[src/design/hist_pkg.sv]
// Shared types, constants and codes of the two-dimensional histogram engine.
// Used by hist_front, hist_fifo, hist_back and histogram_2d_accumulator.
// No dependencies.
`timescale 1ns / 1ps

package hist_pkg;

  // Histogram geometry and counter width
  localparam int unsigned X_BIN_BITS = 8;
  localparam int unsigned Y_BIN_BITS = 8;
  localparam int unsigned COUNT_BITS = 32;

  localparam int unsigned ADDR_BITS  = X_BIN_BITS + Y_BIN_BITS;
  localparam int unsigned MEM_DEPTH  = 1 << ADDR_BITS;

  // Effective bin count limits and their widths
  localparam int unsigned X_LIM      = 1 << X_BIN_BITS;
  localparam int unsigned Y_LIM      = 1 << Y_BIN_BITS;
  localparam int unsigned XN_W       = X_BIN_BITS + 1;
  localparam int unsigned YN_W       = Y_BIN_BITS + 1;

  // Entries of the queue between front and back
  localparam int unsigned QUEUE_DEPTH = 2;

  // Request codes on req_type
  localparam logic [2:0] RQ_FILL       = 3'd0;
  localparam logic [2:0] RQ_READ_BIN   = 3'd1;
  localparam logic [2:0] RQ_READ_UNDER = 3'd2;
  localparam logic [2:0] RQ_READ_OVER  = 3'd3;
  localparam logic [2:0] RQ_CLEAR      = 3'd4;

  // Configuration register indexes
  localparam logic [2:0] CFG_X_MIN   = 3'd0;
  localparam logic [2:0] CFG_X_SHIFT = 3'd1;
  localparam logic [2:0] CFG_X_BINS  = 3'd2;
  localparam logic [2:0] CFG_Y_MIN   = 3'd3;
  localparam logic [2:0] CFG_Y_SHIFT = 3'd4;
  localparam logic [2:0] CFG_Y_BINS  = 3'd5;

  // Result status codes
  typedef enum logic [1:0] {
    ST_OK,
    ST_UNDER,
    ST_OVER,
    ST_RANGE
  } status_e;

  // Operations the back end carries out
  typedef enum logic [2:0] {
    OP_BIN_ADD,
    OP_BIN_READ,
    OP_UNDER_ADD,
    OP_OVER_ADD,
    OP_UNDER_READ,
    OP_OVER_READ,
    OP_CLEAR,
    OP_REJECT
  } op_e;

  // Configuration register set
  typedef struct packed {
    logic [15:0] x_min;
    logic [3:0]  x_shift;
    logic [8:0]  x_bins;
    logic [15:0] y_min;
    logic [3:0]  y_shift;
    logic [8:0]  y_bins;
  } hist_cfg_t;

  // One classified item in the queue
  typedef struct packed {
    op_e                  kind;
    logic [ADDR_BITS-1:0] addr;
    logic [15:0]          weight;
  } q_entry_t;

endpackage

[src/design/hist_fifo.sv]
// Short queue of classified items between the front and back ends.
// Depends on hist_pkg.
`timescale 1ns / 1ps

module hist_fifo (
  input  logic               clk_i,
  input  logic               rst_ni,
  input  logic               push_i,
  input  hist_pkg::q_entry_t entry_i,
  input  logic               pop_i,
  output hist_pkg::q_entry_t head_o,
  output logic               valid_o,
  output logic               full_o
);
  import hist_pkg::*;

  localparam int unsigned PTR_W = (QUEUE_DEPTH > 1) ? $clog2(QUEUE_DEPTH) : 1;
  localparam int unsigned CNT_W = $clog2(QUEUE_DEPTH + 1);

  q_entry_t         slot_q [QUEUE_DEPTH];
  logic [PTR_W-1:0] wr_ptr_q, wr_ptr_d;
  logic [PTR_W-1:0] rd_ptr_q, rd_ptr_d;
  logic [CNT_W-1:0] cnt_q, cnt_d;
  logic             do_push, do_pop;

  assign full_o  = (cnt_q == CNT_W'(QUEUE_DEPTH));
  assign valid_o = (cnt_q != '0);
  assign head_o  = slot_q[rd_ptr_q];
  assign do_push = push_i && !full_o;
  assign do_pop  = pop_i && valid_o;

  // Pointer and fill count update
  always_comb begin
    wr_ptr_d = wr_ptr_q;
    rd_ptr_d = rd_ptr_q;
    cnt_d    = cnt_q;
    if (do_push) begin
      wr_ptr_d = (wr_ptr_q == PTR_W'(QUEUE_DEPTH - 1)) ? '0 : PTR_W'(wr_ptr_q + 1'b1);
    end
    if (do_pop) begin
      rd_ptr_d = (rd_ptr_q == PTR_W'(QUEUE_DEPTH - 1)) ? '0 : PTR_W'(rd_ptr_q + 1'b1);
    end
    if (do_push && !do_pop) begin
      cnt_d = CNT_W'(cnt_q + 1'b1);
    end else if (do_pop && !do_push) begin
      cnt_d = CNT_W'(cnt_q - 1'b1);
    end
  end

  always_ff @(posedge clk_i or negedge rst_ni) begin
    if (!rst_ni) begin
      wr_ptr_q <= '0;
      rd_ptr_q <= '0;
      cnt_q    <= '0;
    end else begin
      wr_ptr_q <= wr_ptr_d;
      rd_ptr_q <= rd_ptr_d;
      cnt_q    <= cnt_d;
    end
  end

  // Entry storage
  always_ff @(posedge clk_i) begin
    if (do_push) begin
      slot_q[wr_ptr_q] <= entry_i;
    end
  end

endmodule

[config.mk]
export PLATFORM = sky130hd
export DESIGN_NAME = hist_fifo
export DESIGN_NICKNAME = d
export VERILOG_FILES = /design/src/design/hist_pkg.sv /design/src/design/hist_fifo.sv
export SDC_FILE = /design/constraint.sdc
export NUM_CORES = 1
export LEC_CHECK = 0
export ABC_AREA = 1
export CORE_ASPECT_RATIO = 0.7
export CORE_MARGIN = 4
export CORE_UTILIZATION = 30
export CTS_CLUSTER_SIZE = 28
export DETAILED_ROUTE_END_ITERATION = 6
export DONT_BUFFER_PORTS = 1
export PLACE_DENSITY = 0.49
export SLEW_MARGIN = 10
export SYNTH_ARGS = -nofsm -noshare
export SYNTH_HDL_FRONTEND = slang
export SYNTH_SLANG_ARGS = --single-unit
[constraint.sdc]
create_clock -name clk_i -period 2.45 [get_ports clk_i]
set_input_delay 0.3675 -clock clk_i [delete_from_list [all_inputs] [get_ports clk_i]]
set_output_delay 0.3675 -clock clk_i [all_outputs]
set_load 0.05 [all_outputs]
## Word-level counts from Yosys, hierarchy flattened

Memory sizes are Yosys's and may differ from the RTL's.
Cells that the tools add are included.

| storage, ports and cells | value |
|---|---|
| flip-flop bits (word level) | 4 |
| latch bits | 0 |
| memory bits (writable) | 70 |
| memory bits (read-only) | 0 |
| output and inout port bits | 37 |
| memories | 1 |

Memory list:

| memory | depth | width | rd ports | clocked after Yosys merged registers in | wr ports | RTL line | source |
|---|---|---|---|---|---|---|---|
| slot_q | 2 | 35 | 1 | 0 | 1 | hist_fifo.sv:20 | `q_entry_t slot_q [QUEUE_DEPTH];` |

| cells by class | value |
|---|---|
| $add $sub $neg | 4 |
| multipliers | 0 |
| div/mod/pow operators | 0 |
| magnitude comparators | 0 |
| eq/ne operators | 1 |
| shift-type cells | 0 |
| mux-type cells | 6 |
| bitwise logic cells | 0 |
| reductions and logical operators | 9 |

Operators by type and width:

| kind | count |
|---|---|
| logical AND 1 bit | 4 |
| two-way mux 1 bit | 4 |
| two-way mux 2 bit | 2 |
| nonzero test 2 bit | 2 |
| logical NOT 1 bit | 3 |
| adder 1 bit, second input constant | 2 |
| adder 2 x 1 -> 2 bit, second input constant | 1 |
| equality test 2 bit, second input constant | 1 |
| subtractor 2 x 1 -> 2 bit, second input constant | 1 |

## Longest topological paths before layout

Gate-level depths: netlist of the first run.

| logic depth | value |
|---|---|
| word-level depth | 7 |
| mapped depth | 9 |

## Worst setup path before layout of the first run

OpenSTA, ideal clock, no wires.

| path | value |
|---|---|
| path kind | register to register |
| start point | register cnt_q[1] |
| end point | memory slot_q[1][0] (netlist bit) (enable) |
| library setup time | 0.427 ns |
| arrival | 2.074 ns |
| required time | 2.023 ns |
| slack | -0.051 ns |
| stages on the path, launching flop included | 4 |
| clock period less this slack | 2.501 ns |
| path through | dfrtp_1 > inv_1 > o21ai_0 > nor2_1 |

| on the way | value |
|---|---|
| cells in the longest elaborated chain, start to end | 5 |

Ends and longest elaborated chain:

| element | RTL line | source |
|---|---|---|
| start: declaration | hist_fifo.sv:23 | `logic [CNT_W-1:0] cnt_q, cnt_d;` |
| start signal: assignment | hist_fifo.sv:58 | `cnt_q <= cnt_d;` |
| equality test 2 bit | hist_fifo.sv:26 | `assign full_o = (cnt_q == CNT_W'(QUEUE_DEPTH));` |
| logical NOT 1 bit | hist_fifo.sv:29 | `assign do_push = push_i && !full_o;` |
| logical AND 1 bit | hist_fifo.sv:29 |  |
| two-way mux 1 bit | hist_fifo.sv:64 | `if (do_push) begin` |
| two-way mux 1 bit (implied by the code) | hist_fifo.sv:65 | `slot_q[wr_ptr_q] <= entry_i;` |
| end: declaration | hist_fifo.sv:20 |  |

No other way between the ends.

==> results of run 1 <==
per-layer routing:
metal  up-vias  share of wire  global-route usage  routed length [µm]
li1        805              -                   -                   -
met1       747           0.40               0.123                2330
met2        61           0.45               0.171                2610
met3         9           0.13              0.0812                 749
met4         0          0.012              0.0388                  68
met5         -              0                   0                   0
path summary, 6_finish.rpt:
path / start / endpoint / slack (ps) / cells after the start
setup / recovery: rd_ptr_q$_DFFE_PN0P_ / head_o[3] / 520 / 4
hold / removal: entry_i[20] / slot_q[0][20]$_DFFE_PP_ / 140 / 0
setup reg to reg: cnt_q[1]$_DFFE_PN0P_ / slot_q[1][13]$_DFFE_PP_ / 760 / 4
hold reg to reg: cnt_q[1]$_DFFE_PN0P_ / cnt_q[1]$_DFFE_PN0P_ / 480 / 2
max in group asynchronous: rst_ni / wr_ptr_q$_DFFE_PN0N_ / 1970 / 1
min in group asynchronous: rst_ni / cnt_q[1]$_DFFE_PN0P_ / 310 / 1
cell type report:
type	count	area [µm²]	area share
repair buffers	42	768	0.190
clock buffers	10	229	0.0567
multi-input cells	125	539	0.134
clock inverters	6	105	0.0260
flip-flops and latches	74	2200	0.546
well taps	124	155	0.0384
inverters	8	37.5	0.00930
timing repair:
item / CTS / global route
hold endpoints to repair: 4 / 0
hold buffers: 1 / 0
setup endpoints to repair: 0 / 0
power by group:
group / internal (mW) / total [mW] / leakage (nW) / switching, mW
logic: 1.38 / 3.41 / 0.769 / 2.03
registers: 1.73 / 1.85 / 0.699 / 0.115
clock network: 0.987 / 1.44 / 0.158 / 0.455
total: 4.09 / 6.70 / 1.63 / 2.60
cell usage after synthesis:
| cell | n |
|---|---|
| edfxtp_1 | 70 |
| ha_1 | 1 |
| nor2_4 | 1 |
| inv_8 | 1 |
| nand3_1 | 2 |
| nor2_2 | 1 |
| nand2_1 | 103 |
| nand2_2 | 13 |
| dfrtp_1 | 4 |
| nor2_1 | 1 |
| o21ai_0 | 1 |
| inv_2 | 1 |
| inv_1 | 6 |
| nand4_1 | 1 |
| buf_6 | 4 |
| xnor2_1 | 1 |
| buf_4 | 2 |
| buf_8 | 1 |
state kept, by name, summed over array words and instances, names as in the netlist:
name / count
slot_q: 70
rd_ptr_q: 1
wr_ptr_q: 1
cnt_q: 2
worst max-delay path, stage by stage, from the launching register on:
cell	delay, ps
dfrtp_1	630
buf_4	260
nand2_1	60
nand2_1	130
buf_12	150
logic make-up after synthesis:
kind of cell,count (synthesis),synth area share
simple gates,122,0.178
flops,74,0.774
buf+inv,15,0.0396
compound gates,1,0.00176
xor+xnor,1,0.00308
fa+ha+maj,1,0.00439
metrics by stage:
stage               utilization  std cells
CTS                       0.441        389
global route              0.441        389
global placement          0.404        372
detailed placement        0.404        372
floorplan                     -        214
finish                    0.441        389
==> qor.yml, run 1 <==
place:
  place_area_mm2: 0.00369
  io_buffers: 0
  gp_congestion: 0.700
  dp_hpwl_mm: 4.02
  place_ws_ps: 720
yosys:
  synth_area_per_cell_um2: 13.3
  yosysTopAreaCell: "edfxtp_1"
  yosysWarningCount: 0
  synthesis.area_mm2: 0.00285
  ys_ff_latch: 74
  syn_inst: 214
  synth_area_leaders: "edfxtp_1, nand2_1, dfrtp_1"
  syn-num-nets: 254
  synth_top_area_share: 0.738
  yosys.cell_types.count: 18
  ys_seq_area_frac: 0.774
die:
  core_area_mm2: 0.00914
  ioPinCount: 76
  row_count: 29
  fp.dieW_um: 124
  fp.dieH_um: 89.5
  initial_utilization: 0.311
  dieArea_mm2: 0.0111
final_layout:
  antenna_cells: 0
  layout-drive-gt1-share: 0.272
  postLayoutCellArea_mm2: 0.00404
  nets: 300
  mostFrequentLayoutCells: "nand2_1, edfxtp_1, buf_12"
  fillers: 845
  layout_commonest_cell: "nand2_1"
  area_delta_synth_final_pct: 41.8
worst_setup_path:
  cp_max_fo: 10
  crit_required_ps: 2080
  worstPathArrival_ps: 1560
  crit_path_end_kind: "output port"
  critPathKind: "flop to output port"
  worst_setup_path_start_kind: "flop"
run_status:
  outcome: "completed"
route:
  num_vias: 1622
  drt_iter0_drc: 72
  viasPerCell: 4.17
  routed_wl_mm: 5.76
  detail_route.first_pass.iterations: 4
  drcViolationCount: 0
  detail_route.wl_per_cell_um: 14.8
  antenna_left: 0
power:
  p_leak_nw: 1.63
  p_per_area_mw_per_mm2: 1660
  power.total_mw: 6.70
  vdd_drop_max_uv: 751
clock_tree:
  cts_buffer_depth: 2
  numCtsBuffers: 9
  htreeDepth: 3
  clock_latency_ps: 320
  cts_sinks: 74
  cts_tree: "built"
  clkSlewWorstSetupHoldPaths_ps: 60
  clockRootBuffer: "clkbuf_16"
  post_cts_resize_count: 0
  cts_setup_buffers: 0
sta:
  fin_crit_sh: 0.789
  timing.fmax_mhz: 518
  finClkSkew_ps: 4.52
  worst_pin_slew_ps: 554
  rsz0062_at_grt: "false"
  min_period_ps: 1930
  hold_slack_ps: 136
  slew_headroom: 0.630
  fin_ws_ps: 518
  finalSetupViolCount: 0
  hold_viol_final: 0
  finalMaxSlewViolations: 0
  finalSetupTns_ps: 0
global_route:
  antenna_found_initial: 0
  overflow: 0
  grt_pass1_vias: 1718
  grt_pass1_wl_mm: 9.27
  grt_max_degree: 37
  track_usage: 0.111
flow_run:
  drv_cap: 0
worst_hold_path:
  min_path_type: "input port to flop"
Power figures use the tool's default switching activity.
==> run 2, diff against run 1 <==
Settings changed: PLACE_DENSITY 0.49 to 0.48.
Clock period 2.45 ns to 1.85 ns, I/O delays scaled along.
==> qor.yml, run 2 (synthesis results as in run 1) <==
final_layout:
  layout_commonest_cell: "nand2_1"
  nets: 301  # +0.33%
  postLayoutCellArea_mm2: 0.00399  # -1.1%
  layout-drive-gt1-share: 0.286  # +0.0140
  regArea_mm2: 0.00220  # unchanged
  largest_reg_flops: 70  # unchanged
  reg_top3: "slot_q (70), cnt_q (2)"
  fillers: 846  # +0.12%
  area_delta_synth_final_pct: 40.2
  regMostFlops: "slot_q"
  multiInputGateArea_um2: 544  # +0.93%
  antenna_cells: 0  # unchanged
  stdcell_count: 390  # +0.26%
  mostFrequentLayoutCells: "nand2_1, edfxtp_1, buf_12"
sta:
  finalMaxSlewViolations: 0  # unchanged
  hold_viol_final: 0  # unchanged
  rsz0062_at_grt: "false"
  finalSetupViolCount: 0  # unchanged
  fin_ws_ps: 135  # -383 ps
  slew_headroom: 0.702  # +0.0722
  finClkSkew_ps: 4.66  # +0.133 ps
  timing.fmax_mhz: 583
  worst_pin_slew_ps: 442  # -112 ps
  finalSetupTns_ps: 0  # unchanged
  fin_crit_sh: 0.927
  min_period_ps: 1720
  hold_slack_ps: 50.1  # -85.9 ps
die:
  core_area_mm2: 0.00914  # unchanged
  initial_utilization: 0.311  # unchanged
  fp.dieW_um: 124  # unchanged
  dieArea_mm2: 0.0111  # unchanged
  ioPinCount: 76  # unchanged
  row_count: 29  # unchanged
  fp.dieH_um: 89.5  # unchanged
clock_tree:
  cts_setup_buffers: 0  # unchanged
  clock_latency_ps: 320  # about the same
  cts_buffer_depth: 2  # unchanged
  cts_sinks: 74  # unchanged
  htreeDepth: 3  # unchanged
  clockRootBuffer: "clkbuf_16"
  numCtsBuffers: 9  # unchanged
  clkSlewWorstSetupHoldPaths_ps: 60  # about the same
  cts_tree: "built"
flow_run:
  drv_cap: 0  # unchanged
route:
  wl_met1_mm: 2.42  # +3.9%
  top_layer_used: "met4"
  drcViolationCount: 0  # unchanged
  drt_iter0_drc: 79  # +9.7%
  num_vias: 1616  # -0.37%
  viasPerCell: 4.14  # -0.63%
  detail_route.wl_per_cell_um: 14.4  # -2.6%
  detail_route.first_pass.iterations: 4  # unchanged
  wl_met3_um: 648  # -13%
  routed_wl_mm: 5.62  # -2.3%
  antenna_left: 0  # unchanged
  met2WireLength_mm: 2.50  # -4.3%
worst_setup_path:
  cp_max_fo: 20  # +10
  crit_path_end_kind: "output port"
  worstPathArrival_ps: 1440  # -120 ps
  crit_required_ps: 1570  # -510 ps
  critPathKind: "flop to output port"
  worst_setup_path_start_kind: "flop"
power:
  comb_power_share: 0.537  # +0.028
  p_leak_nw: 1.59  # -1.9%
  p_switching_mw: 3.50  # +34%
  pwr-share-seq: 0.283  # +0.007
  swShare: 0.410  # +0.0213
  vdd_drop_max_uv: 925  # +23%
  p_per_area_mw_per_mm2: 2140  # +29%
  intPower_mw: 5.03  # +23%
  power_frac_clock: 0.180  # -0.035
worst_hold_path:
  min_path_type: "input port to flop"
place:
  gp_congestion: 0.680  # -2.8%
  dp_hpwl_mm: 3.78  # -6.0%
  io_buffers: 0  # unchanged
  placedCellCount: 373  # +0.27%
  place_ws_ps: 304  # -416 ps
  place_area_mm2: 0.00371  # +0.44%
global_route:
  track_usage: 0.107  # -0.00401
  grt_pass1_vias: 1630  # -5.1%
  grt_pass1_wl_mm: 8.89  # -4.2%
  overflow: 0  # unchanged
  antenna_found_initial: 0  # unchanged
  grt_max_degree: 37  # unchanged
run_status:
  outcome: "completed"
run 2: critical path, cell delays in order (launching register included):
cell,delay (ps)
dfrtp_1,460
buf_4,290
nand2_1,80
nand2_1,130
buf_12,150
run 2: repair_timing:
action | CTS | global route
gates resized for setup | 0 | 0
endpoints found under the hold margin | 4 | 0
hold buffers | 1 | 0
run 2: path summary, 6_finish.rpt:
check	startpoint	end	slack (ps)	depth (start not counted)
min in group asynchronous	rst_ni	cnt_q[1]$_DFFE_PN0P_	240	1
max in group asynchronous	rst_ni	wr_ptr_q$_DFFE_PN0N_	1430	1
worst min-delay path	entry_i[9]	slot_q[1][9]$_DFFE_PP_	50	0
worst min register to register	cnt_q[1]$_DFFE_PN0P_	cnt_q[1]$_DFFE_PN0P_	490	2
worst max-delay path	rd_ptr_q$_DFFE_PN0P_	head_o[17]	130	4
worst max register to register	cnt_q[0]$_DFFE_PN0P_	slot_q[0][28]$_DFFE_PP_	320	5
run 2: power groups by stage:
stage / sequential, mW / combinational, mW / clock (mW)
floorplan: 2.42 / 2.57 / 0
global placement: 2.44 / 4.62 / 0
detailed placement: 2.45 / 4.64 / 0
CTS: 2.42 / 4.66 / 1.59
global route: 2.45 / 4.85 / 1.67
finish: 2.41 / 4.58 / 1.54
run 2: metrics by stage:
stage / total power, mW / util
2_1_floorplan: 4.99 / -
3_3_place_gp: 7.06 / 0.406
3_5_place_dp: 7.09 / 0.406
4_1_cts: 8.67 / 0.436
5_1_grt: 8.96 / 0.436
6_report: 8.53 / 0.436
run 2: routing by layer:
metal  vias to the layer above  GRT usage
li1                        807          -
met1                       750      0.127
met2                        52      0.156
met3                         7     0.0758
met4                         0     0.0358
met5                         -          0
run 2: area by class of cell:
cell class / instances / area share
inverters: 8 / 0.0103
clock buffers: 9 / 0.0564
clock inverters: 7 / 0.0116
flip-flops and latches: 74 / 0.552
well taps: 124 / 0.0389
multi-input cells: 125 / 0.136
repair buffers: 43 / 0.194
==> run 3, diff against run 2 <==
--- a/config.mk
+++ b/config.mk
@@ -10,3 +10,3 @@
 export CORE_MARGIN = 4
-export CORE_UTILIZATION = 30
+export CORE_UTILIZATION = 55
 export CTS_CLUSTER_SIZE = 28
@@ -14,3 +14,3 @@
 export DONT_BUFFER_PORTS = 1
-export PLACE_DENSITY = 0.48
+export PLACE_DENSITY = 0.74
 export SLEW_MARGIN = 10
--- a/constraint.sdc
+++ b/constraint.sdc
@@ -3,2 +3,2 @@
 set_output_delay 0.2775 -clock clk_i [all_outputs]
-set_load 0.05 [all_outputs]
+set_load 0.1 [all_outputs]
==> qor.yml, run 3 (synthesis results as in run 1) <==
die:
  ioPinCount: 76  # unchanged
  core_area_mm2: 0.00489  # -47%
  fp.dieW_um: 94.0  # -24%
  fp.dieH_um: 68.2  # -24%
  initial_utilization: 0.582  # +0.271
  dieArea_mm2: 0.00641  # -42%
  row_count: 21  # -28%
clock_tree:
  clkSlewWorstSetupHoldPaths_ps: 70  # about the same
  clock_latency_ps: 350  # +30 ps
  clockRootBuffer: "clkbuf_8"
  htreeDepth: 3  # unchanged
  numCtsBuffers: 9  # unchanged
  cts_buffer_depth: 2  # unchanged
  cts_tree: "built"
  cts_sinks: 74  # unchanged
global_route:
  grt_max_degree: 37  # unchanged
  track_usage: 0.185  # +0.0778
  grt_pass1_vias: 1722  # +5.6%
  overflow: 0  # unchanged
  antenna_found_initial: 0  # unchanged
  grt_pass1_wl_mm: 8.25  # -7.2%
route:
  routed_wl_mm: 6.32  # +12%
  detail_route.first_pass.iterations: 5  # +1
  detail_route.wl_per_cell_um: 17.2  # +19%
  viasPerCell: 5.17  # +25%
  num_vias: 1898  # +17%
  drt_iter0_drc: 68  # -14%
  drcViolationCount: 0  # unchanged
  antenna_left: 0  # unchanged
worst_setup_path:
  crit_path_end_kind: "output port"
  critPathKind: "flop to output port"
  r2r-start: "cnt_q[1]$_DFFE_PN0P_"
  reg2reg_depth: 4  # -1
  r2r_slack_ps: 320  # about the same
  crit_chain: "buf_6 -> nand2_1 -> nand2_1 -> buf_12"
  worst_setup_path_start_kind: "flop"
  cpMostUsedCell: "nand2_1"
  cp_max_fo: 20  # unchanged
  slowest_stage: "dfrtp_2"
  crit_required_ps: 1570  # about the same
  worstPathArrival_ps: 1430  # about the same
  reg2reg_to: "slot_q[1][34]$_DFFE_PP_"
  worst_path_largest_cell_delay_ps: 450  # about the same
  cp_top_family: "flip-flops"
  path_buf_inv: 2  # unchanged
sta:
  finalSetupViolCount: 0  # unchanged
  hold_viol_final: 0  # unchanged
  rsz0062_at_grt: "false"
  timing.fmax_mhz: 586  # +0.59%
  min_period_ps: 1710  # -10.1 ps
  fin_crit_sh: 0.922  # -0.00547
  finalMaxSlewViolations: 0  # unchanged
  worst_pin_slew_ps: 545  # +103 ps
  finClkSkew_ps: 17.4  # +12.8 ps
  slew_headroom: 0.633  # -0.0693
place:
  place_area_mm2: 0.00364  # -1.8%
  gp_congestion: 0.796  # +17%
  io_buffers: 0  # unchanged
  dp_hpwl_mm: 3.77  # -0.25%
  placedCellCount: 319  # -14%
run_status:
  outcome: "completed"
final_layout:
  reg_top3: "slot_q (70), cnt_q (2)"
  largest_reg_flops: 70  # unchanged
  nets: 333  # +11%
  fillers: 228  # -73%
  mostFrequentLayoutCells: "nand2_1, edfxtp_1, buf_12"
  antenna_cells: 0  # unchanged
  layout-drive-gt1-share: 0.258  # -0.0273
  area_delta_synth_final_pct: 46.4
  postLayoutCellArea_mm2: 0.00417  # +4.5%
  regMostFlops: "slot_q"
  layout_commonest_cell: "nand2_1"
  stdcell_count: 367  # -5.9%
worst_hold_path:
  worstHoldEndpoint: "slot_q[0][14]$_DFFE_PP_"
  hold_path_depth: 0  # unchanged
  min_path_type: "input port to flop"
  min_from: "entry_i[14]"
flow_run:
  drv_cap: 0  # unchanged
==> run 3: cell types whose count changed in the layout (fill, tap and decap cells not counted), moves of 2 or more <==
cell,before,now
clkbuf_8,0,9
dlygate4sd3_1,1,32
clkinv_4,2,0
clkbuf_16,9,0
==> run 3: repair_timing <==
action,4_1_cts,5_1_grt
buffers inserted,0,0
resized for setup,0,3
endpoints found under the hold margin,4,60
hold buffers,1,31
endpoints found under the setup margin,0,8
==> run 3: area by class of cell <==
type                    instances  area, µm²  area share
clock buffers                  10        128      0.0306
clock inverters                 6       66.3      0.0159
inverters                       8       42.5      0.0102
multi-input cells             125        544       0.131
flip-flops and latches         74       2200       0.529
well taps                      69       86.3      0.0207
repair buffers                 75       1100       0.263
==> run 3: how the worst max path moves through the flow <==
| stage | startpoint | end | depth (start not counted) |
|---|---|---|---|
| floorplan | cnt_q[0]$_DFFE_PN0P_ | slot_q[0][0]$_DFFE_PP_ | 4 |
| global placement | cnt_q[0]$_DFFE_PN0P_ | slot_q[1][24]$_DFFE_PP_ | 3 |
| detailed placement | cnt_q[1]$_DFFE_PN0P_ | slot_q[1][24]$_DFFE_PP_ | 4 |
| CTS | rd_ptr_q$_DFFE_PN0P_ | head_o[7] | 4 |
| global route | rd_ptr_q$_DFFE_PN0P_ | head_o[24] | 4 |
| finish | rd_ptr_q$_DFFE_PN0P_ | head_o[3] | 4 |
==> run 3: metal layers <==
layer  track usage  part of all wire  vias to the layer above
met4        0.0793             0.015                        0
met1         0.163              0.35                      922
met2         0.320              0.53                       91
li1              -                 -                      871
met3         0.140              0.10                       14
met5             0                 0                        -
==> run 3: through the flow <==
step | setup WS, ps | util | TNS (ps) | hold WS (ps)
2_1_floorplan | -68.3 | - | -2390 | -18.1
3_3_place_gp | 433 | 0.746 | 0 | -17.9
3_5_place_dp | 327 | 0.746 | 0 | -17.9
4_1_cts | 13.7 | 0.787 | 0 | 0.982
5_1_grt | 40.5 | 0.853 | 0 | 4.27
6_report | 145 | 0.853 | 0 | 31.9
Power of run 3 is left out: the tool's default activity adds up to more than one toggle a clock period on the data nets, which glitch-free logic cannot reach.
