**config.mk**
```make
export PLATFORM = sky130hd
export DESIGN_NAME = hist_front
export DESIGN_NICKNAME = d
export VERILOG_FILES = /design/src/design/hist_pkg.sv /design/src/design/hist_front.sv
export SDC_FILE = /design/constraint.sdc
export NUM_CORES = 1
export LEC_CHECK = 0
export ABC_AREA = 1
export BUFFER_PORTS_ARGS = -buffer_cell sky130_fd_sc_hd__clkbuf_2
export CAP_MARGIN = 20
export CORE_MARGIN = 1
export CORE_UTILIZATION = 52
export CTS_BUF_LIST = sky130_fd_sc_hd__clkbuf_16
export CTS_CLUSTER_DIAMETER = 40
export CTS_CLUSTER_SIZE = 14
export DETAILED_ROUTE_END_ITERATION = 7
export HOLD_SLACK_MARGIN = 0.05
export PLACE_DENSITY = 0.72
export SYNTH_ARGS = -nofsm -noshare
export SYNTH_HDL_FRONTEND = slang
export SYNTH_SLANG_ARGS = --single-unit
export TNS_END_PERCENT = 10
```
**constraint.sdc**
```tcl
create_clock -name clk_i -period 5.75 [get_ports clk_i]
set_input_delay 0.2875 -clock clk_i [delete_from_list [all_inputs] [get_ports clk_i]]
set_output_delay 0.2875 -clock clk_i [all_outputs]
set_load 0.01 [all_outputs]
```
**src/design/hist_pkg.sv**
```systemverilog
// Shared types, constants and codes of the two-dimensional histogram engine.
// Used by hist_front, hist_fifo, hist_back and histogram_2d_accumulator.
// No dependencies.
`timescale 1ns / 1ps

package hist_pkg;

  // Histogram geometry and counter width
  localparam int unsigned X_BIN_BITS = 8;
  localparam int unsigned Y_BIN_BITS = 8;
  localparam int unsigned COUNT_BITS = 32;

  localparam int unsigned ADDR_BITS  = X_BIN_BITS + Y_BIN_BITS;
  localparam int unsigned MEM_DEPTH  = 1 << ADDR_BITS;

  // Effective bin count limits and their widths
  localparam int unsigned X_LIM      = 1 << X_BIN_BITS;
  localparam int unsigned Y_LIM      = 1 << Y_BIN_BITS;
  localparam int unsigned XN_W       = X_BIN_BITS + 1;
  localparam int unsigned YN_W       = Y_BIN_BITS + 1;

  // Entries of the queue between front and back
  localparam int unsigned QUEUE_DEPTH = 2;

  // Request codes on req_type
  localparam logic [2:0] RQ_FILL       = 3'd0;
  localparam logic [2:0] RQ_READ_BIN   = 3'd1;
  localparam logic [2:0] RQ_READ_UNDER = 3'd2;
  localparam logic [2:0] RQ_READ_OVER  = 3'd3;
  localparam logic [2:0] RQ_CLEAR      = 3'd4;

  // Configuration register indexes
  localparam logic [2:0] CFG_X_MIN   = 3'd0;
  localparam logic [2:0] CFG_X_SHIFT = 3'd1;
  localparam logic [2:0] CFG_X_BINS  = 3'd2;
  localparam logic [2:0] CFG_Y_MIN   = 3'd3;
  localparam logic [2:0] CFG_Y_SHIFT = 3'd4;
  localparam logic [2:0] CFG_Y_BINS  = 3'd5;

  // Result status codes
  typedef enum logic [1:0] {
    ST_OK,
    ST_UNDER,
    ST_OVER,
    ST_RANGE
  } status_e;

  // Operations the back end carries out
  typedef enum logic [2:0] {
    OP_BIN_ADD,
    OP_BIN_READ,
    OP_UNDER_ADD,
    OP_OVER_ADD,
    OP_UNDER_READ,
    OP_OVER_READ,
    OP_CLEAR,
    OP_REJECT
  } op_e;

  // Configuration register set
  typedef struct packed {
    logic [15:0] x_min;
    logic [3:0]  x_shift;
    logic [8:0]  x_bins;
    logic [15:0] y_min;
    logic [3:0]  y_shift;
    logic [8:0]  y_bins;
  } hist_cfg_t;

  // One classified item in the queue
  typedef struct packed {
    op_e                  kind;
    logic [ADDR_BITS-1:0] addr;
    logic [15:0]          weight;
  } q_entry_t;

endpackage

```
**src/design/hist_front.sv**
```systemverilog
// Front end: takes request transfers, bins the samples and classifies each item.
// Depends on hist_pkg.
`timescale 1ns / 1ps

module hist_front (
  input  logic                clk_i,
  input  logic                rst_ni,
  input  logic                accept_i,
  input  hist_pkg::hist_cfg_t cfg_i,
  input  logic [2:0]          req_type_i,
  input  logic [15:0]         x_value_i,
  input  logic [15:0]         y_value_i,
  input  logic [15:0]         weight_i,
  input  logic [7:0]          read_x_bin_i,
  input  logic [7:0]          read_y_bin_i,
  input  logic                q_full_i,
  output logic                ready_o,
  output logic                push_o,
  output hist_pkg::q_entry_t  entry_o
);
  import hist_pkg::*;

  localparam int unsigned PROD_W = Y_BIN_BITS + XN_W;

  typedef struct packed {
    logic [2:0]  req;
    logic        under;
    logic [15:0] xi;
    logic [15:0] yi;
    logic [15:0] weight;
  } front_stage_t;

  front_stage_t         st_q, st_d;
  logic                 st_valid_q, st_valid_d;
  logic [15:0]          x_diff, y_diff;
  logic [XN_W-1:0]      xb_n;
  logic [YN_W-1:0]      yb_n;
  logic                 out_of_range;
  logic [PROD_W-1:0]    prod;
  logic [ADDR_BITS-1:0] lin_addr;

  // Step one: offset, shift and underflow test on the incoming sample
  always_comb begin
    x_diff      = x_value_i - cfg_i.x_min;
    y_diff      = y_value_i - cfg_i.y_min;
    st_d.req    = req_type_i;
    st_d.under  = (x_value_i < cfg_i.x_min) || (y_value_i < cfg_i.y_min);
    st_d.weight = weight_i;
    if (req_type_i == RQ_FILL) begin
      st_d.xi = x_diff >> cfg_i.x_shift;
      st_d.yi = y_diff >> cfg_i.y_shift;
    end else begin
      st_d.xi = {8'd0, read_x_bin_i};
      st_d.yi = {8'd0, read_y_bin_i};
    end
  end

  // Stage register advances when the queue has room
  assign push_o  = st_valid_q && !q_full_i;
  assign ready_o = !st_valid_q || !q_full_i;

  always_comb begin
    st_valid_d = st_valid_q;
    if (accept_i) begin
      st_valid_d = 1'b1;
    end else if (push_o) begin
      st_valid_d = 1'b0;
    end
  end

  always_ff @(posedge clk_i or negedge rst_ni) begin
    if (!rst_ni) begin
      st_valid_q <= 1'b0;
    end else begin
      st_valid_q <= st_valid_d;
    end
  end

  always_ff @(posedge clk_i) begin
    if (accept_i) begin
      st_q <= st_d;
    end
  end

  // Step two: clamp bin counts, range check and linear address
  always_comb begin
    if (32'(cfg_i.x_bins) > X_LIM) begin
      xb_n = XN_W'(X_LIM);
    end else begin
      xb_n = XN_W'(cfg_i.x_bins);
    end
    if (32'(cfg_i.y_bins) > Y_LIM) begin
      yb_n = YN_W'(Y_LIM);
    end else begin
      yb_n = YN_W'(cfg_i.y_bins);
    end
    out_of_range = (st_q.xi >= 16'(xb_n)) || (st_q.yi >= 16'(yb_n));
    prod     = PROD_W'(st_q.yi[Y_BIN_BITS-1:0]) * PROD_W'(xb_n);
    lin_addr = ADDR_BITS'(prod + PROD_W'(st_q.xi[X_BIN_BITS-1:0]));
  end

  // Classification into a back-end operation
  always_comb begin
    entry_o.addr   = '0;
    entry_o.weight = st_q.weight;
    unique case (st_q.req)
      RQ_FILL: begin
        if (st_q.under) begin
          entry_o.kind = OP_UNDER_ADD;
        end else if (out_of_range) begin
          entry_o.kind = OP_OVER_ADD;
        end else begin
          entry_o.kind = OP_BIN_ADD;
          entry_o.addr = lin_addr;
        end
      end
      RQ_READ_BIN: begin
        if (out_of_range) begin
          entry_o.kind = OP_REJECT;
        end else begin
          entry_o.kind = OP_BIN_READ;
          entry_o.addr = lin_addr;
        end
      end
      RQ_READ_UNDER: entry_o.kind = OP_UNDER_READ;
      RQ_READ_OVER:  entry_o.kind = OP_OVER_READ;
      RQ_CLEAR:      entry_o.kind = OP_CLEAR;
      default:       entry_o.kind = OP_REJECT;
    endcase
  end

endmodule

```
Word-level counts from Yosys, hierarchy flattened
Cells that the tools add are included.
{"block": "classes", "eq_ne": 4, "n_addsub": 3, "mul": 1, "n_reduce_logical": 9, "shift": 2, "mux": 12, "n_lt_le_gt_ge": 6}
{"cell": "16-bit by 9-bit greater-or-equal comparator with 1-bit output", "n": 2}
{"cell": "16-bit less-than comparator", "n": 2}
{"cell": "16-bit 2-to-1 mux", "n": 2}
{"cell": "16-bit case mux with 2 select lines", "n": 1}
{"cell": "16-bit by 4-bit right shift with 16-bit output", "n": 2}
{"cell": "16-bit subtractor", "n": 2}
{"cell": "24-bit 2-to-1 mux", "n": 1}
{"cell": "9-bit greater-than comparator, second input constant", "n": 2}
{"cell": "9-bit 2-to-1 mux", "n": 2}
{"cell": "16-bit by 8-bit adder with 16-bit output", "n": 1}
{"cell": "8-bit by 9-bit multiplier with 16-bit output", "n": 1}
{"cell": "3-bit case mux with 5 select lines", "n": 1}
{"cell": "3-bit by 2-bit == test with 1-bit output, second input constant", "n": 2}
{"cell": "3-bit logical NOT", "n": 2}
{"cell": "2-bit 2-to-1 mux", "n": 2}
{"cell": "3-bit by 1-bit == test with 1-bit output, second input constant", "n": 1}
{"cell": "3-bit == test, second input constant", "n": 1}
{"cell": "1-bit logical OR", "n": 3}
{"cell": "3-bit 2-to-1 mux", "n": 1}
{"cell": "1-bit logical NOT", "n": 2}
{"cell": "1-bit 2-to-1 mux", "n": 2}
{"cell": "2-bit nonzero test", "n": 1}
{"cell": "1-bit logical AND", "n": 1}
{"block": "totals", "ff_bits": 53}

Logic depth before layout (Yosys ltp)
Gate-level depths: netlist of the first run.
{"block": "depth", "depth_word": 7, "ltp_mapped": 23, "mapped_depth_nobuf": 22}

Worst setup path before layout of the first run
Ideal clock, no wire load.
{"block": "synth_path", "path_type": "input -> output", "from": "input port cfg_i[37] (netlist bit)", "to": "output port entry_o[29] (netlist bit)", "arrival_time_ps": 4534, "path_buffers": 1, "cell_stages": 22, "setup_slack_ps": 929, "t_required_ps": 5463, "cell_sequence": "clkbuf_1 > inv_1 > a21oi_1 > inv_1 > nand2_1 > nor2_1 > fa_1 > inv_1 > fa_1 > inv_1 > fa_1 > inv_1 > fa_1 > inv_1 > ha_1 > nand2_1 > nor3_1 > a21oi_1 > o21ai_0 > a21oi_1 > xor2_1 > nor2_1"}
{"item": "from (decl)", "line": "hist_front.sv:9", "source": "input hist_pkg::hist_cfg_t cfg_i,"}
{"item": "to (decl)", "line": "hist_front.sv:19", "source": "output hist_pkg::q_entry_t entry_o"}

==> results.sh, run 1 <==
export IMPL_maxSlewViolCount=0
export IMPL_grt_overflow_total=0
export IMPL_fin_tns_setup_ns=0
export IMPL_worst_skew_pair_late_latency_ns=0.29
export IMPL_cts_sinks=53
export IMPL_p_total_mw=1.89
export IMPL_power_density_nw_per_um2=194
export IMPL_remaining_drc_errors=0
export IMPL_syn_area_per_cell_sq_um=6.82
export IMPL_core_rowCount=46
export IMPL_cts_buffers=5
export IMPL_finish_utilization_pct=60.3
export IMPL_htreeDepth=2
export IMPL_dp_cells=1616
export IMPL_path_max_fanout=6
export IMPL_tritoncts="built"
export IMPL_grt_max_degree=54
export IMPL_root_buffer="clkbuf_16"
export IMPL_peakVddDrop_mv=0.151
export IMPL_vias_per_cell=5.04
export IMPL_dr_pass1_iters=6
export IMPL_gp_congestion=0.949
export IMPL_track_usage_pct=25.2
export IMPL_vias=8184
export IMPL_status="finished clean"
export IMPL_first_iter_violations=507
export IMPL_drive_gt1_share_pct=17.1
export IMPL_ys_seq_elements=53
export IMPL_syn_nets=1538
export IMPL_hold_path_class="in2reg"
export IMPL_start_util_pct=53.9
export IMPL_die_x_um=131
export IMPL_syn_inst=1272
export IMPL_start_kind="input pin"
export IMPL_mostFrequentLayoutCells="nand2_1 (295), inv_1 (262), nand3_1 (174)"
export IMPL_crit_arrival_ns=5.11
export IMPL_crit_type="in2out"
export IMPL_fp_dieH_um=131
export IMPL_end_kind="output port"
export IMPL_ios=166
export IMPL_post_drt_wl_per_cell_um=13.1
export IMPL_max_freq_mhz=185
export IMPL_finalNonFillerCells=1625
export IMPL_worst_path_max_delay_cell="fa_1"
export IMPL_synth_seq_area_share_pct=18.3
export IMPL_syn_area_sq_um=8680
export IMPL_clockBufferDepth=2
export IMPL_hold_violations=0
export IMPL_nets=1674
export IMPL_dpl_hpwl_um=18600
export IMPL_worst_slew_pin_slew_ns=0.649
export IMPL_rsz0062_at_grt="false"
export IMPL_period_needed_ns=5.39
export IMPL_final_common_cell="nand2_1"
export IMPL_port_buffer_count=165
export IMPL_antenna_found_initial=0
export IMPL_synth_edf_count=52
export IMPL_die_area_sq_um=17200
export IMPL_max_stage_delay_ns=0.52
export IMPL_worst_path_most_repeated_cell="inv_1"
export IMPL_setup_violations=0
export IMPL_async_flop_share_pct=1.89
export IMPL_finalClockSkew_ns=0
export IMPL_n_antenna_cell=0
export IMPL_yosys_cell_types_count=42
export IMPL_power_leakage_nw=5.52
export IMPL_synth_main_ff_cell="edfxtp_1"
export IMPL_totalWireLength_um=21200
export IMPL_coreArea_sq_um=16100
export IMPL_relSlewSlack_pct=56.7
export IMPL_min_period_over_period_pct=93.8
export IMPL_postRouteAntennaNets=0
export IMPL_cap_violations=0
export IMPL_grt_pass1_vias=7696
export IMPL_area_delta_synth_final_pct=12.0
export IMPL_cp_cell_sequence="clkbuf_2 > nor4_4 > a21oi_1 > inv_1 > nand2_1 > inv_1 > nand2_1 > fa_1 > inv_1 > fa_1 > inv_1 > fa_1 > fa_1 > inv_1 > ha_1 > a21oi_1 > o21ai_0 > a21oi_1 > o21ai_1 > a21oi_1 > xor2_1 > nor2_1 > clkbuf_2"
export IMPL_critical_path_top_delay_family="adder cells"
export IMPL_yosys_warnings=0
export IMPL_crit_buf_inv=7
export IMPL_grt_pass1_wl_um=35800
export IMPL_cts_clk_slew_worst_paths_ns=0.07
export IMPL_postCtsSetupRepairBufs=0
export IMPL_critPathRequiredTime_ns=5.46
export IMPL_fin_hold_ws_ns=0.165
==> sequential cells by signal (all words and copies together) (netlist names) <==
name        flops
st_q           36
st_valid_q      1
entry_o        16
==> cell families (layout without fill, tap and decap cells) <==
family / Yosys count / after routing / share of synthesized area, %
flops: 53 / 53 / 18.3
buf+inv: 310 / 447 / 14.5
compound gates: 83 / 83 / 5.74
xor+xnor: 17 / 17 / 1.72
simple gates: 672 / 672 / 35.6
fa+ha+maj: 137 / 137 / 24.2
==> worst register-to-register path, delay by kind of cell, from the launching register on <==
kind	cells	cell delay, ns
flops	1	0.38
simple gates	2	0.13
==> power by group <==
| group | switching, mW | internal (mW) | total (mW) |
|---|---|---|---|
| clock | 0.130 | 0.160 | 0.290 |
| combinational | 0.691 | 0.423 | 1.11 |
| sequential | 0.0235 | 0.459 | 0.482 |
==> layout make-up <==
| type | instances | area [sq um] |
|---|---|---|
| fill | 1555 | 6400 |
| multi-input combinational | 909 | 5850 |
| sequential | 53 | 1590 |
| inverter | 270 | 1010 |
| timing repair buffer | 169 | 858 |
| tap | 216 | 270 |
| clock buffer | 5 | 125 |
| clock inverter | 3 | 18.8 |
==> routing by layer <==
| metal | track usage, % | routed length [um] | part of all wire (%) |
|---|---|---|---|
| met4 | 4.97 | 260 | 1.2 |
| met3 | 3.05 | 1020 | 4.8 |
| met2 | 45.3 | 10200 | 48 |
| met1 | 32.4 | 9790 | 46 |
| met5 | 0 | 0 | 0 |
==> stage by stage <==
step                setup WS (ns)  cell area (sq um)
floorplan                   0.929               8680
CTS                        0.0515               9700
finish                      0.357               9720
global route               0.0372               9720
global placement            0.140               9550
detailed placement         0.0560               9550
==> repair_timing <==
item	4_1_cts	5_1_grt
hold buffers	1	0
setup endpoints to repair	0	6
hold endpoints to repair	1	0
gates resized for setup	0	4
==> cells in the mapped netlist, types with 13 or more instances <==
cell | count | area (sq um)
nor2_1 | 100 | 375
ha_1 | 86 | 1080
nand3_2 | 23 | 230
nor3_1 | 13 | 65.1
buf_2 | 15 | 75.1
edfxtp_1 | 52 | 1560
inv_1 | 261 | 980
buf_4 | 17 | 128
nand4_1 | 19 | 119
nand2_2 | 22 | 138
nand2_1 | 295 | 1110
nand3_1 | 174 | 871
a21oi_1 | 38 | 190
fa_1 | 51 | 1020
==> final timing paths <==
kind	from	endpoint	slack, ns	cells after the start
max in group asynchronous	rst_ni	st_valid_q	5.36	2
min	weight_i[10]	entry_o[10]	0.17	1
max reg2reg	st_valid_q	st_valid_q	5.15	2
max	cfg_i[36]	entry_o[29]	0.36	23
min reg2reg	st_valid_q	st_valid_q	0.49	2
min in group asynchronous	rst_ni	st_valid_q	0.30	2
(Power assumes the default switching activity.)
==> inputs of run 2 (changes only) <==
--- a/config.mk
+++ b/config.mk
@@ -10,7 +10,7 @@
 export CAP_MARGIN = 20
 export CORE_MARGIN = 1
 export CORE_UTILIZATION = 52
-export CTS_BUF_LIST = sky130_fd_sc_hd__clkbuf_16
+export CTS_BUF_LIST = sky130_fd_sc_hd__clkbuf_8
 export CTS_CLUSTER_DIAMETER = 40
 export CTS_CLUSTER_SIZE = 14
 export DETAILED_ROUTE_END_ITERATION = 7
==> run 2 against run 1 <==
First-iteration DRC count fell by 8.5%. Sequential power hardly changed. Non-clock buffer count unchanged. Clock power fell by 30%. Combinational power barely moved. Largest power group unchanged. Final cell count is the same. Critical endpoint unchanged. Final area fell by 0.58%. Core utilization shrank 0.35 points.
==> results.sh, run 2 (synthesized netlist as in run 1, its figures left out) <==
export IMPL_coreArea_sq_um=16100
export IMPL_vias_per_cell=5.04
export IMPL_tritoncts="built"
export IMPL_ios=166
export IMPL_grt_pass1_vias=7696
export IMPL_cts_clk_slew_worst_paths_ns=0.10
export IMPL_hold_path_class="in2reg"
export IMPL_crit_arrival_ns=5.08
export IMPL_gp_congestion=0.949
export IMPL_max_freq_mhz=186
export IMPL_final_common_cell="nand2_1"
export IMPL_postRouteAntennaNets=0
export IMPL_die_x_um=131
export IMPL_totalWireLength_um=21200
export IMPL_finalClockSkew_ns=0
export IMPL_multiInputGateArea_sq_um=5850
export IMPL_grt_max_degree=54
export IMPL_fin_hold_ws_ns=0.144
export IMPL_track_usage_pct=25.2
export IMPL_regMostFlops="st_q"
export IMPL_root_buffer="clkbuf_8"
export IMPL_core_rowCount=46
export IMPL_die_area_sq_um=17200
export IMPL_clockBufferDepth=2
export IMPL_largest_reg_flops=36
export IMPL_cap_violations=0
export IMPL_htreeDepth=2
export IMPL_min_period_over_period_pct=93.3
export IMPL_antenna_found_initial=0
export IMPL_start_util_pct=53.9
export IMPL_grt_pass1_wl_um=35700
export IMPL_start_kind="input pin"
export IMPL_nets=1674
export IMPL_setup_violations=0
export IMPL_fp_dieH_um=131
export IMPL_cts_sinks=53
export IMPL_hold_violations=0
export IMPL_vias=8182
export IMPL_relSlewSlack_pct=56.8
export IMPL_first_iter_violations=464
export IMPL_period_needed_ns=5.36
export IMPL_area_delta_synth_final_pct=11.3
export IMPL_rsz0062_at_grt="false"
export IMPL_n_antenna_cell=0
export IMPL_end_kind="output port"
export IMPL_remaining_drc_errors=0
export IMPL_post_drt_wl_per_cell_um=13.1
export IMPL_worst_slew_pin_slew_ns=0.649
export IMPL_status="finished clean"
export IMPL_dr_pass1_iters=6
export IMPL_fillers=1559
export IMPL_path_max_fanout=6
export IMPL_seq_area_sq_um=1590
export IMPL_maxSlewViolCount=0
export IMPL_cts_buffers=5
export IMPL_grt_overflow_total=0
export IMPL_p_total_mw=1.80
export IMPL_port_buffer_count=165
export IMPL_mostFrequentLayoutCells="nand2_1 (295), inv_1 (262), nand3_1 (174)"
export IMPL_critPathRequiredTime_ns=5.46
export IMPL_power_leakage_nw=5.49
export IMPL_dpl_hpwl_um=18600
export IMPL_fin_tns_setup_ns=0
export IMPL_power_density_nw_per_um2=186
export IMPL_worst_skew_pair_late_latency_ns=0.31
export IMPL_peakVddDrop_mv=0.149
export IMPL_drive_gt1_share_pct=17.1
export IMPL_crit_type="in2out"
run 2: cell counts in the layout (fill, tap and decap cells not counted):
Identical to the previous run, type by type.
run 2: what timing repair did:
action / CTS / global route
endpoints found under the setup margin: 0 / 6
endpoints found under the hold margin: 1 / 0
hold buffers: 1 / 0
buffers inserted: 0 / 0
resized for setup: 0 / 4
run 2: per-layer routing:
layer | GRT usage, % | routed length (um) | vias up
li1 | - | - | 4315
met1 | 32.2 | 9810 | 3630
met2 | 45.3 | 10200 | 217
met3 | 3.20 | 985 | 20
met4 | 5.29 | 279 | 0
met5 | 0 | 0 | -
run 2: path summary, 6_finish.rpt:
| kind | from | endpoint | slack [ns] | cells after the start |
|---|---|---|---|---|
| max | cfg_i[36] | entry_o[29] | 0.39 | 23 |
| min | weight_i[12] | entry_o[12] | 0.14 | 1 |
| max reg2reg | st_valid_q | st_valid_q | 5.14 | 2 |
| min reg2reg | st_valid_q | st_valid_q | 0.50 | 2 |
| max in group asynchronous | rst_ni | st_valid_q | 5.39 | 2 |
| min in group asynchronous | rst_ni | st_valid_q | 0.28 | 2 |
run 2: cell type report:
cell class | instances | share of cell area (%)
Clock buffer | 5 | 0.712
Inverter | 270 | 10.5
Multi-Input combinational cell | 909 | 60.5
Sequential cell | 53 | 16.4
Clock inverter | 3 | 0.194
Timing Repair Buffer | 169 | 8.88
Tap cell | 216 | 2.80
run 2: worst max-delay path, stage by stage:
cell	delay, ns
clkbuf_2	0.11
nor4_4	0.35
a21oi_1	0.10
inv_1	0.16
nand2_1	0.20
inv_1	0.16
nand2_1	0.09
fa_1	0.52
inv_1	0.06
fa_1	0.49
inv_1	0.05
fa_1	0.48
fa_1	0.49
inv_1	0.04
ha_1	0.32
a21oi_1	0.20
o21ai_0	0.10
a21oi_1	0.20
o21ai_1	0.13
a21oi_1	0.18
xor2_1	0.16
nor2_1	0.05
clkbuf_2	0.15
run 2: power by group:
part	switching (mW)	internal (mW)
Sequential	0.0235	0.458
Clock	0.120	0.0842
Combinational	0.691	0.423
Total	0.835	0.965
run 2: stage by stage:
step	util, %	std cells	setup WS, ns	cell area (sq um)
after detailed placement	59.3	1616	0.0560	9550
after global placement	59.3	1616	0.140	9550
final	60.0	1625	0.386	9660
after global routing	60.0	1625	0.0372	9660
after CTS	59.9	1625	0.0515	9650
after floorplan	-	1272	0.929	8680
==> inputs of run 3 (changes only) <==
--- a/config.mk
+++ b/config.mk
@@ -10,7 +10,6 @@
 export CAP_MARGIN = 20
 export CORE_MARGIN = 1
 export CORE_UTILIZATION = 52
-export CTS_BUF_LIST = sky130_fd_sc_hd__clkbuf_8
 export CTS_CLUSTER_DIAMETER = 40
 export CTS_CLUSTER_SIZE = 14
 export DETAILED_ROUTE_END_ITERATION = 7
==> run 3 against run 2 <==
Final area up 0.58%. Core utilization up 0.35 points. Critical path depth unchanged. Register-to-register slack about the same. Clock skew unchanged. Count of clock-buffer cells in the layout up 1. Critical path type unchanged. Maximum frequency down 0.50%. Combinational power about the same. Via count about the same.
==> results.sh, run 3 (synthesized netlist as in run 1, its figures left out) <==
export IMPL_final_common_cell="nand2_1"
export IMPL_vias_per_cell=5.03
export IMPL_ios=166
export IMPL_hold_end="entry_o[12]"
export IMPL_worst_path_max_delay_cell="fa_1"
export IMPL_path_max_fanout=6
export IMPL_finish_utilization_pct=60.3
export IMPL_min_period_over_period_pct=93.7
export IMPL_critical_path_top_delay_family="adder cells"
export IMPL_period_needed_ns=5.39
export IMPL_grt_pass1_vias=7696
export IMPL_mostFrequentLayoutCells="nand2_1 (295), inv_1 (261), nand3_1 (174)"
export IMPL_fin_ws_ns=0.360
export IMPL_cap_violations=0
export IMPL_remaining_drc_errors=0
export IMPL_maxSlewViolCount=0
export IMPL_hold_violations=0
export IMPL_crit_buf_inv=7
export IMPL_min_delay_start="weight_i[12]"
export IMPL_p_total_mw=1.89
export IMPL_nets=1674
export IMPL_htreeDepth=2
export IMPL_grt_max_degree=54
export IMPL_area_delta_synth_final_pct=12.0
export IMPL_clockBufferDepth=2
export IMPL_fin_tns_setup_ns=0
export IMPL_relSlewSlack_pct=56.8
export IMPL_dr_pass1_iters=5
export IMPL_setup_violations=0
export IMPL_cts_buffers=5
export IMPL_start_kind="input pin"
export IMPL_holdPathStages=1
export IMPL_worst_path_most_repeated_cell="inv_1"
export IMPL_port_buffer_count=165
export IMPL_die_area_sq_um=17200
export IMPL_die_x_um=131
export IMPL_end_kind="output port"
export IMPL_drive_gt1_share_pct=17.1
export IMPL_track_usage_pct=25.2
export IMPL_rrSetupSlack_ns=5.15
export IMPL_vias=8176
export IMPL_grt_pass1_wl_um=35800
export IMPL_r2r_start="st_valid_q"
export IMPL_gp_congestion=0.949
export IMPL_max_stage_delay_ns=0.52
export IMPL_finalClockSkew_ns=0
export IMPL_totalWireLength_um=21200
export IMPL_largest_reg_flops=36
export IMPL_regMostFlops="st_q"
export IMPL_cts_clk_slew_worst_paths_ns=0.07
export IMPL_cp_cell_sequence="clkbuf_2 > nor4_4 > a21oi_1 > inv_1 > nand2_1 > inv_1 > nand2_1 > fa_1 > inv_1 > fa_1 > inv_1 > fa_1 > fa_1 > inv_1 > ha_1 > a21oi_1 > o21ai_0 > a21oi_1 > o21ai_1 > a21oi_1 > xor2_1 > nor2_1 > clkbuf_2"
export IMPL_fp_dieH_um=131
export IMPL_crit_arrival_ns=5.10
export IMPL_peakVddDrop_mv=0.151
export IMPL_core_rowCount=46
export IMPL_hold_path_class="in2reg"
export IMPL_n_antenna_cell=0
export IMPL_root_buffer="clkbuf_16"
export IMPL_max_freq_mhz=186
export IMPL_worst_skew_pair_late_latency_ns=0.29
export IMPL_power_leakage_nw=5.51
export IMPL_place_ws_ns=0.0560
export IMPL_antenna_found_initial=0
export IMPL_crit_type="in2out"
export IMPL_critPathRequiredTime_ns=5.46
export IMPL_first_iter_violations=508
export IMPL_start_util_pct=53.9
export IMPL_post_drt_wl_per_cell_um=13.1
export IMPL_status="finished clean"
export IMPL_dpl_hpwl_um=18600
export IMPL_power_density_nw_per_um2=194
export IMPL_worst_r2r_endpoint="st_valid_q"
export IMPL_cts_sinks=53
export IMPL_coreArea_sq_um=16100
export IMPL_rsz0062_at_grt="false"
export IMPL_postRouteAntennaNets=0
export IMPL_worst_slew_pin_slew_ns=0.648
export IMPL_tritoncts="built"
export IMPL_grt_overflow_total=0
export IMPL_r2r_cells=2
[run 3: changes by cell type in the layout (fill, tap and decap cells not counted), sizes merged]
cell and delta:
clkbuf +1, inv -1
[run 3: cell type report]
cell class	count	area (sq um)
fill	1555	6400
multi-input combinational	909	5850
sequential	53	1590
inverter	270	1010
timing repair buffer	169	858
tap	216	270
clock buffer	6	129
clock inverter	2	15.0
[run 3: repair_timing]
action	4_1_cts	5_1_grt
endpoints found under the setup margin	0	6
hold buffers	1	0
setup buffers	0	0
hold endpoints to repair	1	0
resized for setup	0	4
[run 3: per-stage QoR]
stage,hold slack (ns),cell area [sq um],std cells
2_1_floorplan,-0.00809,8680,1272
3_3_place_gp,0.0627,9550,1616
3_5_place_dp,0.0635,9550,1616
4_1_cts,0.160,9700,1625
5_1_grt,0.156,9720,1625
6_report,0.166,9720,1625
[run 3: layer usage]
layer | vias to the layer above | wire [um] | global-route usage (%)
met5 | - | 0 | 0
met1 | 3639 | 9820 | 32.4
li1 | 4314 | - | -
met3 | 20 | 980 | 3.05
met2 | 203 | 10200 | 45.3
met4 | 0 | 255 | 4.97
[run 3: where the power goes]
part	switching (mW)	leakage, nW	internal (mW)
registers	0.0234	0.515	0.459
clock network	0.130	0.0631	0.162
logic	0.691	4.94	0.423
[run 3: worst max-delay path by stage]
| stage | start | endpoint | depth (start not counted) |
|---|---|---|---|
| floorplan | cfg_i[37] | entry_o[29] | 22 |
| detailed placement | cfg_i[36] | entry_o[29] | 23 |
| CTS | cfg_i[36] | entry_o[29] | 23 |
| finish | cfg_i[36] | entry_o[29] | 23 |
| global placement | cfg_i[36] | entry_o[29] | 23 |
| global route | cfg_i[36] | entry_o[29] | 23 |
